===== src/sv/mcg_pkg.sv =====
// Shared constants and tables for the metronome click generator.
package mcg_pkg;

    localparam int SAMPLE_RATE      = 48000;
    localparam int SINE_TABLE_DEPTH = 1024;
    localparam int SINE_BITS        = $clog2(SINE_TABLE_DEPTH);

    localparam int LEN_W   = 11;
    localparam int PHASE_W = 24;
    localparam int Y_W     = 20;
    localparam int DECAY_Q16 = 567291;

    localparam logic [LEN_W-1:0] ACCENT_LEN = LEN_W'(SAMPLE_RATE * 15 / 1000);
    localparam logic [LEN_W-1:0] NORMAL_LEN = LEN_W'(SAMPLE_RATE * 10 / 1000);

    localparam logic [PHASE_W-1:0] ACCENT_STEP =
        PHASE_W'(((64'd1200 << PHASE_W) + 64'(SAMPLE_RATE / 2)) / 64'(SAMPLE_RATE));
    localparam logic [PHASE_W-1:0] NORMAL_STEP =
        PHASE_W'(((64'd800 << PHASE_W) + 64'(SAMPLE_RATE / 2)) / 64'(SAMPLE_RATE));

    // decay exponent per click sample, split into quotient and remainder
    localparam logic [Y_W-1:0]   ACCENT_Q = Y_W'(DECAY_Q16 / int'(ACCENT_LEN));
    localparam logic [LEN_W-1:0] ACCENT_R = LEN_W'(DECAY_Q16 % int'(ACCENT_LEN));
    localparam logic [Y_W-1:0]   NORMAL_Q = Y_W'(DECAY_Q16 / int'(NORMAL_LEN));
    localparam logic [LEN_W-1:0] NORMAL_R = LEN_W'(DECAY_Q16 % int'(NORMAL_LEN));

    localparam logic [15:0] ACCENT_GAIN = 16'd32768;
    localparam logic [15:0] NORMAL_GAIN = 16'd22938;
    localparam logic [15:0] VOL_MAX     = 16'd32768;

    localparam logic [15:0] SIN_A = 16'd51472;
    localparam logic [15:0] SIN_B = 16'd21167;
    localparam logic [15:0] SIN_C = 16'd2463;

    localparam logic signed [26:0] SAT_MAX = 27'sd8388607;
    localparam logic signed [26:0] SAT_MIN = -27'sd8388608;

    localparam logic [7:0] REG_ENABLE        = 8'd0;
    localparam logic [7:0] REG_ACCENT_ENABLE = 8'd1;
    localparam logic [7:0] REG_VOLUME        = 8'd2;
    localparam logic [7:0] REG_BEATS_PER_BAR = 8'd3;

    // Q15 table of 2^(-j/16), j = 0..16
    function automatic logic [15:0] pow2_neg(input logic [4:0] j);
        logic [15:0] v;
        case (j)
            5'd0:    v = 16'd32768;
            5'd1:    v = 16'd31379;
            5'd2:    v = 16'd30048;
            5'd3:    v = 16'd28775;
            5'd4:    v = 16'd27554;
            5'd5:    v = 16'd26386;
            5'd6:    v = 16'd25268;
            5'd7:    v = 16'd24196;
            5'd8:    v = 16'd23170;
            5'd9:    v = 16'd22188;
            5'd10:   v = 16'd21247;
            5'd11:   v = 16'd20347;
            5'd12:   v = 16'd19484;
            5'd13:   v = 16'd18658;
            5'd14:   v = 16'd17867;
            5'd15:   v = 16'd17109;
            5'd16:   v = 16'd16384;
            default: v = 16'd16384;
        endcase
        return v;
    endfunction

    function automatic logic [23:0] sat24(input logic signed [26:0] v);
        logic [23:0] r;
        if (v > SAT_MAX)
        begin
            r = 24'h7FFFFF;
        end
        else if (v < SAT_MIN)
        begin
            r = 24'h800000;
        end
        else
        begin
            r = v[23:0];
        end
        return r;
    endfunction

endpackage


===== src/sv/metronome_click_generator.sv =====
// Metronome click generator: beat detection, click synthesis and mixing.
//
//  channel  direction  handshake            payload
//  in       sink       in_valid/in_ready    playing, beat_position, left_in, right_in
//  out      source     out_valid/out_ready  left_out, right_out
//  cfg      sink       cfg_valid/cfg_ready  cfg_index, cfg_data
//
// One sample at a time through a sequencer around a single 32x32 multiplier.
// A click sample takes eight multiplier passes; a sample that starts a click
// first runs the bit-serial whole-beat modulo beats_per_bar. Reset clears the
// datapath and loads the config defaults (disabled, accent on, full volume,
// 4 beats per bar); cfg_ready is always high. A finished sample sits in
// the output register, so the next transaction is taken while it waits.
module metronome_click_generator
(
    input  logic               clk,
    input  logic               rst_n,

    input  logic               in_valid,
    output logic               in_ready,
    input  logic               playing,
    input  logic signed [31:0] beat_position,
    input  logic signed [23:0] left_in,
    input  logic signed [23:0] right_in,

    output logic               out_valid,
    input  logic               out_ready,
    output logic signed [23:0] left_out,
    output logic signed [23:0] right_out,

    input  logic               cfg_valid,
    output logic               cfg_ready,
    input  logic [7:0]         cfg_index,
    input  logic [15:0]        cfg_data
);

    typedef enum logic [3:0]
    {
        S_IDLE,
        S_CHECK,
        S_MOD,
        S_CLICK,
        S_ZZ,
        S_P1,
        S_P2,
        S_P3,
        S_ENV,
        S_GV,
        S_SE,
        S_ABG,
        S_FIN,
        S_OUT
    } state_t;

    state_t state_reg, state_next;

    logic enable_reg, enable_next;
    logic accent_en_reg, accent_en_next;
    logic [15:0] volume_reg, volume_next;
    logic [4:0] bpb_reg, bpb_next;

    logic lpv_reg, lpv_next;
    logic [15:0] lwb_reg, lwb_next;
    logic [mcg_pkg::LEN_W-1:0] crem_reg, crem_next;
    logic accent_reg, accent_next;
    logic [mcg_pkg::PHASE_W-1:0] phase_reg, phase_next;
    logic [mcg_pkg::Y_W-1:0] yq_reg, yq_next;
    logic [mcg_pkg::LEN_W-1:0] yr_reg, yr_next;

    logic playing_reg, playing_next;
    logic signed [31:0] pos_reg, pos_next;
    logic signed [23:0] left_reg, left_next;
    logic signed [23:0] right_reg, right_next;

    logic [4:0] mod_rem_reg, mod_rem_next;
    logic [3:0] mod_cnt_reg, mod_cnt_next;
    logic [15:0] whole_reg, whole_next;

    logic [63:0] prod_reg, prod_next;
    logic [15:0] z2_reg, z2_next;
    logic [15:0] sabs_reg, sabs_next;
    logic [15:0] env_reg, env_next;
    logic [30:0] gv_reg, gv_next;
    logic signed [25:0] click_reg, click_next;

    logic out_valid_reg, out_valid_next;
    logic [23:0] left_out_reg, left_out_next;
    logic [23:0] right_out_reg, right_out_next;

    // shared multiplier
    logic [31:0] mul_a, mul_b;
    logic [63:0] mul_p;

    // sine folding
    logic [15:0] u;
    logic [14:0] r_fold;
    logic [15:0] z;

    // envelope pieces
    logic [3:0]  env_i;
    logic [11:0] env_fr;
    logic [15:0] tab_lo, tab_hi;
    logic [15:0] env_e;

    // misc
    logic [4:0]  bpb_eff;
    logic [5:0]  mod_t;
    logic [15:0] cw;
    logic [mcg_pkg::LEN_W-1:0] clk_len;
    logic [mcg_pkg::LEN_W:0]   yr_sum;
    logic        y_carry;
    logic [15:0] vol_eff;
    logic [24:0] mag;
    logic signed [26:0] left_sum, right_sum;

    assign mul_p = mul_a * mul_b;

    assign u = {phase_reg[mcg_pkg::PHASE_W-1 -: mcg_pkg::SINE_BITS],
                {(16 - mcg_pkg::SINE_BITS){1'b0}}};
    assign r_fold = u[14] ? (15'd16384 - {1'b0, u[13:0]}) : {1'b0, u[13:0]};
    assign z = {r_fold, 1'b0};

    assign env_i  = yq_reg[15:12];
    assign env_fr = yq_reg[11:0];
    assign tab_lo = mcg_pkg::pow2_neg({1'b0, env_i});
    assign tab_hi = mcg_pkg::pow2_neg(5'({1'b0, env_i} + 5'd1));
    assign env_e  = tab_lo - prod_reg[27:12];

    assign bpb_eff = (bpb_reg == 5'd0) ? 5'd1 : bpb_reg;
    assign cw      = pos_reg[31:16];
    assign clk_len = accent_reg ? mcg_pkg::ACCENT_LEN : mcg_pkg::NORMAL_LEN;
    assign vol_eff = (volume_reg > mcg_pkg::VOL_MAX) ? mcg_pkg::VOL_MAX : volume_reg;
    assign mag     = prod_reg[61:37];

    always_comb
    begin
        mod_t = {mod_rem_reg, whole_reg[15]};
        if (mod_t >= {1'b0, bpb_eff})
        begin
            mod_t = mod_t - {1'b0, bpb_eff};
        end
    end

    always_comb
    begin
        yr_sum = {1'b0, yr_reg} + {1'b0, (accent_reg ? mcg_pkg::ACCENT_R : mcg_pkg::NORMAL_R)};
        y_carry = (yr_sum >= {1'b0, clk_len});
    end

    assign left_sum  = 27'(left_reg) + 27'(click_reg);
    assign right_sum = 27'(right_reg) + 27'(click_reg);

    always_comb
    begin
        state_next     = state_reg;
        enable_next    = enable_reg;
        accent_en_next = accent_en_reg;
        volume_next    = volume_reg;
        bpb_next       = bpb_reg;
        lpv_next       = lpv_reg;
        lwb_next       = lwb_reg;
        crem_next      = crem_reg;
        accent_next    = accent_reg;
        phase_next     = phase_reg;
        yq_next        = yq_reg;
        yr_next        = yr_reg;
        playing_next   = playing_reg;
        pos_next       = pos_reg;
        left_next      = left_reg;
        right_next     = right_reg;
        mod_rem_next   = mod_rem_reg;
        mod_cnt_next   = mod_cnt_reg;
        whole_next     = whole_reg;
        prod_next      = prod_reg;
        z2_next        = z2_reg;
        sabs_next      = sabs_reg;
        env_next       = env_reg;
        gv_next        = gv_reg;
        click_next     = click_reg;
        out_valid_next = out_valid_reg;
        left_out_next  = left_out_reg;
        right_out_next = right_out_reg;
        mul_a          = '0;
        mul_b          = '0;

        if (out_valid_reg && out_ready)
        begin
            out_valid_next = 1'b0;
        end

        case (state_reg)
            S_IDLE:
            begin
                if (in_valid)
                begin
                    playing_next = playing;
                    pos_next     = beat_position;
                    left_next    = left_in;
                    right_next   = right_in;
                    state_next   = S_CHECK;
                end
            end
            S_CHECK:
            begin
                click_next = '0;
                if (!enable_reg || !playing_reg)
                begin
                    lpv_next   = 1'b0;
                    crem_next  = '0;
                    state_next = S_OUT;
                end
                else if (!pos_reg[31])
                begin
                    lpv_next   = 1'b1;
                    lwb_next   = cw;
                    state_next = S_CLICK;
                    if (!lpv_reg || cw > lwb_reg)
                    begin
                        mod_rem_next = '0;
                        mod_cnt_next = '0;
                        whole_next   = cw;
                        state_next   = S_MOD;
                    end
                end
                else
                begin
                    lpv_next   = 1'b0;
                    lwb_next   = '0;
                    state_next = S_CLICK;
                end
            end
            S_MOD:
            begin
                // restoring remainder, one beat bit per cycle
                mod_rem_next = mod_t[4:0];
                whole_next   = {whole_reg[14:0], 1'b0};
                mod_cnt_next = mod_cnt_reg + 4'd1;
                if (mod_cnt_reg == 4'd15)
                begin
                    accent_next = (mod_t[4:0] == 5'd0) && accent_en_reg;
                    crem_next   = ((mod_t[4:0] == 5'd0) && accent_en_reg) ?
                                  mcg_pkg::ACCENT_LEN : mcg_pkg::NORMAL_LEN;
                    phase_next  = '0;
                    yq_next     = '0;
                    yr_next     = '0;
                    state_next  = S_CLICK;
                end
            end
            S_CLICK:
            begin
                click_next = '0;
                state_next = (crem_reg == '0) ? S_OUT : S_ZZ;
            end
            S_ZZ:
            begin
                mul_a      = 32'(z);
                mul_b      = 32'(z);
                prod_next  = mul_p;
                state_next = S_P1;
            end
            S_P1:
            begin
                z2_next    = prod_reg[30:15];
                mul_a      = 32'(mcg_pkg::SIN_C);
                mul_b      = 32'(prod_reg[30:15]);
                prod_next  = mul_p;
                state_next = S_P2;
            end
            S_P2:
            begin
                mul_a      = 32'(mcg_pkg::SIN_B - prod_reg[30:15]);
                mul_b      = 32'(z2_reg);
                prod_next  = mul_p;
                state_next = S_P3;
            end
            S_P3:
            begin
                mul_a      = 32'(mcg_pkg::SIN_A - prod_reg[30:15]);
                mul_b      = 32'(z);
                prod_next  = mul_p;
                state_next = S_ENV;
            end
            S_ENV:
            begin
                sabs_next  = prod_reg[30:15];
                mul_a      = 32'(tab_lo - tab_hi);
                mul_b      = 32'(env_fr);
                prod_next  = mul_p;
                state_next = S_GV;
            end
            S_GV:
            begin
                env_next   = env_e >> yq_reg[mcg_pkg::Y_W-1:16];
                mul_a      = 32'(accent_reg ? mcg_pkg::ACCENT_GAIN : mcg_pkg::NORMAL_GAIN);
                mul_b      = 32'(vol_eff);
                prod_next  = mul_p;
                state_next = S_SE;
            end
            S_SE:
            begin
                gv_next    = prod_reg[30:0];
                mul_a      = 32'(sabs_reg);
                mul_b      = 32'(env_reg);
                prod_next  = mul_p;
                state_next = S_ABG;
            end
            S_ABG:
            begin
                mul_a      = prod_reg[31:0];
                mul_b      = 32'(gv_reg);
                prod_next  = mul_p;
                state_next = S_FIN;
            end
            S_FIN:
            begin
                click_next = u[15] ? -$signed({1'b0, mag}) : $signed({1'b0, mag});
                phase_next = phase_reg + (accent_reg ? mcg_pkg::ACCENT_STEP
                                                     : mcg_pkg::NORMAL_STEP);
                crem_next  = crem_reg - 1'b1;
                // step the decay exponent k*DECAY/len to the next sample
                yq_next = yq_reg + (accent_reg ? mcg_pkg::ACCENT_Q : mcg_pkg::NORMAL_Q)
                          + mcg_pkg::Y_W'(y_carry);
                yr_next = y_carry ? mcg_pkg::LEN_W'(yr_sum - {1'b0, clk_len})
                                  : yr_sum[mcg_pkg::LEN_W-1:0];
                state_next = S_OUT;
            end
            S_OUT:
            begin
                if (!out_valid_reg || out_ready)
                begin
                    out_valid_next = 1'b1;
                    left_out_next  = mcg_pkg::sat24(left_sum);
                    right_out_next = mcg_pkg::sat24(right_sum);
                    state_next     = S_IDLE;
                end
            end
            default:
            begin
                state_next = S_IDLE;
            end
        endcase

        if (cfg_valid)
        begin
            case (cfg_index)
                mcg_pkg::REG_ENABLE:
                begin
                    enable_next = cfg_data[0];
                    if (!cfg_data[0])
                    begin
                        lpv_next  = 1'b0;
                        crem_next = '0;
                    end
                end
                mcg_pkg::REG_ACCENT_ENABLE: accent_en_next = cfg_data[0];
                mcg_pkg::REG_VOLUME:        volume_next    = cfg_data;
                mcg_pkg::REG_BEATS_PER_BAR: bpb_next       = cfg_data[4:0];
                default:                    ;
            endcase
        end
    end

    always_ff @(posedge clk or negedge rst_n)
    begin
        if (!rst_n)
        begin
            state_reg     <= S_IDLE;
            enable_reg    <= 1'b0;
            accent_en_reg <= 1'b1;
            volume_reg    <= 16'd32768;
            bpb_reg       <= 5'd4;
            lpv_reg       <= 1'b0;
            lwb_reg       <= '0;
            crem_reg      <= '0;
            accent_reg    <= 1'b0;
            phase_reg     <= '0;
            yq_reg        <= '0;
            yr_reg        <= '0;
            playing_reg   <= 1'b0;
            pos_reg       <= '0;
            left_reg      <= '0;
            right_reg     <= '0;
            mod_rem_reg   <= '0;
            mod_cnt_reg   <= '0;
            whole_reg     <= '0;
            prod_reg      <= '0;
            z2_reg        <= '0;
            sabs_reg      <= '0;
            env_reg       <= '0;
            gv_reg        <= '0;
            click_reg     <= '0;
            out_valid_reg <= 1'b0;
            left_out_reg  <= '0;
            right_out_reg <= '0;
        end
        else
        begin
            state_reg     <= state_next;
            enable_reg    <= enable_next;
            accent_en_reg <= accent_en_next;
            volume_reg    <= volume_next;
            bpb_reg       <= bpb_next;
            lpv_reg       <= lpv_next;
            lwb_reg       <= lwb_next;
            crem_reg      <= crem_next;
            accent_reg    <= accent_next;
            phase_reg     <= phase_next;
            yq_reg        <= yq_next;
            yr_reg        <= yr_next;
            playing_reg   <= playing_next;
            pos_reg       <= pos_next;
            left_reg      <= left_next;
            right_reg     <= right_next;
            mod_rem_reg   <= mod_rem_next;
            mod_cnt_reg   <= mod_cnt_next;
            whole_reg     <= whole_next;
            prod_reg      <= prod_next;
            z2_reg        <= z2_next;
            sabs_reg      <= sabs_next;
            env_reg       <= env_next;
            gv_reg        <= gv_next;
            click_reg     <= click_next;
            out_valid_reg <= out_valid_next;
            left_out_reg  <= left_out_next;
            right_out_reg <= right_out_next;
        end
    end

    assign in_ready  = (state_reg == S_IDLE);
    assign cfg_ready = 1'b1;
    assign out_valid = out_valid_reg;
    assign left_out  = left_out_reg;
    assign right_out = right_out_reg;

endmodule

===== config.mk =====
export PLATFORM = sky130hd
export DESIGN_NAME = metronome_click_generator
export DESIGN_NICKNAME = d
export VERILOG_FILES = /design/src/sv/mcg_pkg.sv /design/src/sv/metronome_click_generator.sv
export SDC_FILE = /design/constraint.sdc
export NUM_CORES = 2
export LEC_CHECK = 0
export BUFFER_PORTS_ARGS = -buffer_cell sky130_fd_sc_hd__buf_4
export CAP_MARGIN = 20
export CORE_MARGIN = 2
export CORE_UTILIZATION = 41
export CTS_BUF_LIST = sky130_fd_sc_hd__clkbuf_16
export CTS_CLUSTER_DIAMETER = 40
export CTS_CLUSTER_SIZE = 12
export DETAILED_ROUTE_END_ITERATION = 8
export PLACE_DENSITY_LB_ADDON = 0.15
export SLEW_MARGIN = 20
export SYNTH_ARGS = -nofsm -noshare
export SYNTH_HDL_FRONTEND = slang
export SYNTH_SLANG_ARGS = --single-unit

===== constraint.sdc =====
create_clock -name clk -period 25.5 [get_ports clk]
set_clock_uncertainty 0.1 [all_clocks]
set_input_delay 1.275 -clock clk [delete_from_list [all_inputs] [get_ports clk]]
set_output_delay 1.275 -clock clk [all_outputs]
set_load 0.005 [all_outputs]

==> flow_summary_export.csv <==
group,metric,value,unit
yosys,synthArstFlopShare,1.000,
outcome,status,"completed",
worst_setup_path,slowest_stage,"and2_1",
min_path,hold_path_class,"flip-flop to flip-flop",
clock_network,clkSinkCount,410,
power,power.total,4.139,mW
yosys,syn_area,57130,sq um
final_layout,post-route-util,0.4528,
clock_network,cts_setup_buffers,0,
clock_network,clock_latency,640,ps
route,vias,46725,
yosys,synth_edf_count,0,
floorplan,io_pins,161,
clock_network,cts_buffers,68,
route,dr.pass1.iters,6,
clock_network,hold_buffers,0,
yosys,yosysTopAreaCell,"fa_1",
floorplan,die-area,142400,sq um
yosys,synthCells,6487,
worst_setup_path,timing.rr.start,"yq_reg[12]",
worst_setup_path,cp-startpoint,"yq_reg[12]",
power,leakage,30.30,nW
route,vias_per_cell,5.594,
timing,period_share,0.5642,
power,netSwitchingPower,1.992,mW
final_layout,layout_common_cells,"1067 x nand2_1, 996 x inv_1, 872 x fa_1, 544 x nor2_1, 407 x dfrtp_1",
route,ant_nets,0,
grt,grt_use_total,0.2815,
yosys,synth_nets,7870,
timing,final.setup.tns,0,ps
final_layout,mostFrequentLayoutCell,"nand2_1",
clock_network,tritoncts,"done",
final_layout,layout-drive-gt1-share,0.08743,
worst_setup_path,rrSetupSlack,11110,ps
worst_setup_path,required,25930,ps
clock_network,root_buffer,"clkbuf_16",
power,p_clk_frac,0.215,
worst_setup_path,crit_path_start_kind,"flip-flop",
timing,hold_viol,0,
floorplan,die_w,377.3,microns
clock_network,cts_resized,0,
floorplan,start_util,0.4145,
floorplan,die_h,377.3,microns
power,switching_share,0.4813,
power,ir_drop,0.00005903,V
worst_setup_path,r2r_end,"prod_reg[53]",
timing,fmax,69.50,MHz
yosys,synth_seq_area_share,0.1796,
floorplan,fp.coreArea,137800,sq um
worst_setup_path,end_kind,"flip-flop",
yosys,yosysWarnings,0,
timing,drv_slew,0,
timing,grt_setup_unrepaired,"false",
yosys,ys_top_cells_by_area,"fa_1 31%, dfrtp_1 18%, ha_1 8.8%",
route,routed_wl,198100,microns
timing,worst_pin_slew,1215,ps
worst_setup_path,arrival,14820,ps
power,power.internal,2.147,mW
final_layout,fin_nets,7885,
power,seq_power_share,0.251,
worst_setup_path,critical_path_class,"flip-flop to flip-flop",
route,route.detailed.drc,0,
placed_design,place.gp.congestion,0.9700,
yosys,synth.distinct_cells,97,
grt,antenna_found_initial,4,
final_layout,area_growth,9.226,%
power,power_density,66.32,nW/um^2
yosys,synth_top_area_share,0.3055,
floorplan,rows,136,
flow_run,maxCapViolCount,0,
clock_network,clk_pin_slew,50,ps
yosys,synth-main-ff-cell,"dfrtp_1",
clock_network,h-tree-depth,3,
grt,grt_pass1_vias,47349,
timing,setup_viol,0,
placed_design,dp_hpwl,156100,microns
route,wl_per_cell,23.72,microns
power,power_frac_comb,0.535,
worst_setup_path,path_max_fanout,29,
min_path,holdPathEnd,"gv_reg[2]",
timing,fin_crit,14390,ps
yosys,synth-seq-cells,410,
clock_network,ctsLongestPathBuffers,3,
min_path,min_from,"gv_reg[2]",
grt,grt_pass1_wl,301100,microns
final_layout,largest_reg_flops,57,
yosys,avgSynthCellArea,8.807,sq um
worst_setup_path,cpMostUsedCell,"fa_1",
placed_design,port_buffers,143,
worst_setup_path,r2r.worst_path.cells,41,
route,drtIter0Drc,4195,
timing,maxSlewHeadroom,0.1899,
worst_setup_path,cpPeakStageDelay,950,ps
grt,grt_max_degree,153,
min_path,hold_path_depth,2,
grt,overflow,0,
==> kinds of logic after synthesis <==
group / synth area share
mux: 0.03572
buf+inv: 0.08734
xor+xnor: 0.02729
other cells: 0.00006564
compound gates: 0.1197
fa+ha+maj: 0.3935
simple gates: 0.1567
flops: 0.1796
==> worst max-delay path, delay by kind of cell (launching register included) <==
| kind | cells | cell delay (ps) |
|---|---|---|
| AO/OA/AOI/OAI | 11 | 3100 |
| XOR/XNOR | 1 | 120 |
| adder cells (fa/ha/maj) | 12 | 5710 |
| buffers and inverters | 6 | 1170 |
| flip-flops | 1 | 730 |
| multiplexers | 1 | 280 |
| AND/OR/NAND/NOR | 10 | 3060 |
==> through the flow <==
step           setup WS, ps  std cells  area, sq um  hold slack (ps)
2_1_floorplan         14070       6487        57130            338.5
3_3_place_gp          11290       8224        60190            355.8
3_5_place_dp          11300       8225        60200            363.3
4_1_cts               11300       8347        62370            376.5
5_1_grt               10510       8348        62390            399.3
6_report              11110       8352        62400            373.7
==> cell type report <==
| type | count | area [sq um] |
|---|---|---|
| clock buffer | 68 | 1702 |
| multi-input combinational | 4771 | 42030 |
| timing repair buffer | 255 | 1949 |
| inverter | 996 | 3739 |
| tap | 1794 | 2245 |
| clock inverter | 54 | 466.7 |
| antenna | 4 | 10.01 |
| fill | 13582 | 75430 |
| sequential | 410 | 10260 |
==> per-layer routing <==
layer	global-route usage	vias up	part of all wire
met3	0.05736	341	0.086
met1	0.3973	23612	0.44
met5	0	-	0.000066
met2	0.4300	1881	0.44
met4	0.09615	2	0.039
li1	-	20889	-
==> how the worst max path moves through the flow <==
stage                        end  slack (ps)  cells after the start
finish              prod_reg[53]       11110                     41
global route        prod_reg[60]       10510                     43
CTS                 prod_reg[60]       11300                     44
detailed placement  prod_reg[60]       11300                     44
global placement    prod_reg[60]       11290                     43
floorplan           prod_reg[60]       14070                     46
==> synthesized netlist by cell type (26+ instances only) <==
| master | count |
|---|---|
| a211oi_1 | 27 |
| a21o_1 | 100 |
| a21oi_1 | 205 |
| a221o_1 | 26 |
| and2_1 | 78 |
| and3_1 | 53 |
| buf_1 | 26 |
| buf_2 | 30 |
| clkbuf_1 | 245 |
| dfrtp_1 | 407 |
| fa_1 | 872 |
| ha_1 | 401 |
| inv_1 | 988 |
| mux2_2 | 117 |
| mux2i_1 | 61 |
| nand2_1 | 1069 |
| nand2b_1 | 31 |
| nand3_1 | 81 |
| nor2_1 | 552 |
| nor2b_1 | 32 |
| nor3_1 | 55 |
| o211ai_1 | 31 |
| o21a_1 | 39 |
| o21ai_0 | 319 |
| o31ai_1 | 34 |
| or3_1 | 27 |
| xnor2_1 | 112 |
| xor2_1 | 66 |
==> power groups by stage <==
stage                     clock [mW]  combinational, mW  sequential [mW]
after floorplan                    0               1.39            0.961
final                          0.888               2.21             1.04
after global placement             0               2.14             1.04
after global routing           0.937               2.39             1.06
after CTS                      0.905               2.18             1.04
after detailed placement           0               2.16             1.05
No activity file was read; power rests on OpenSTA's default activity.
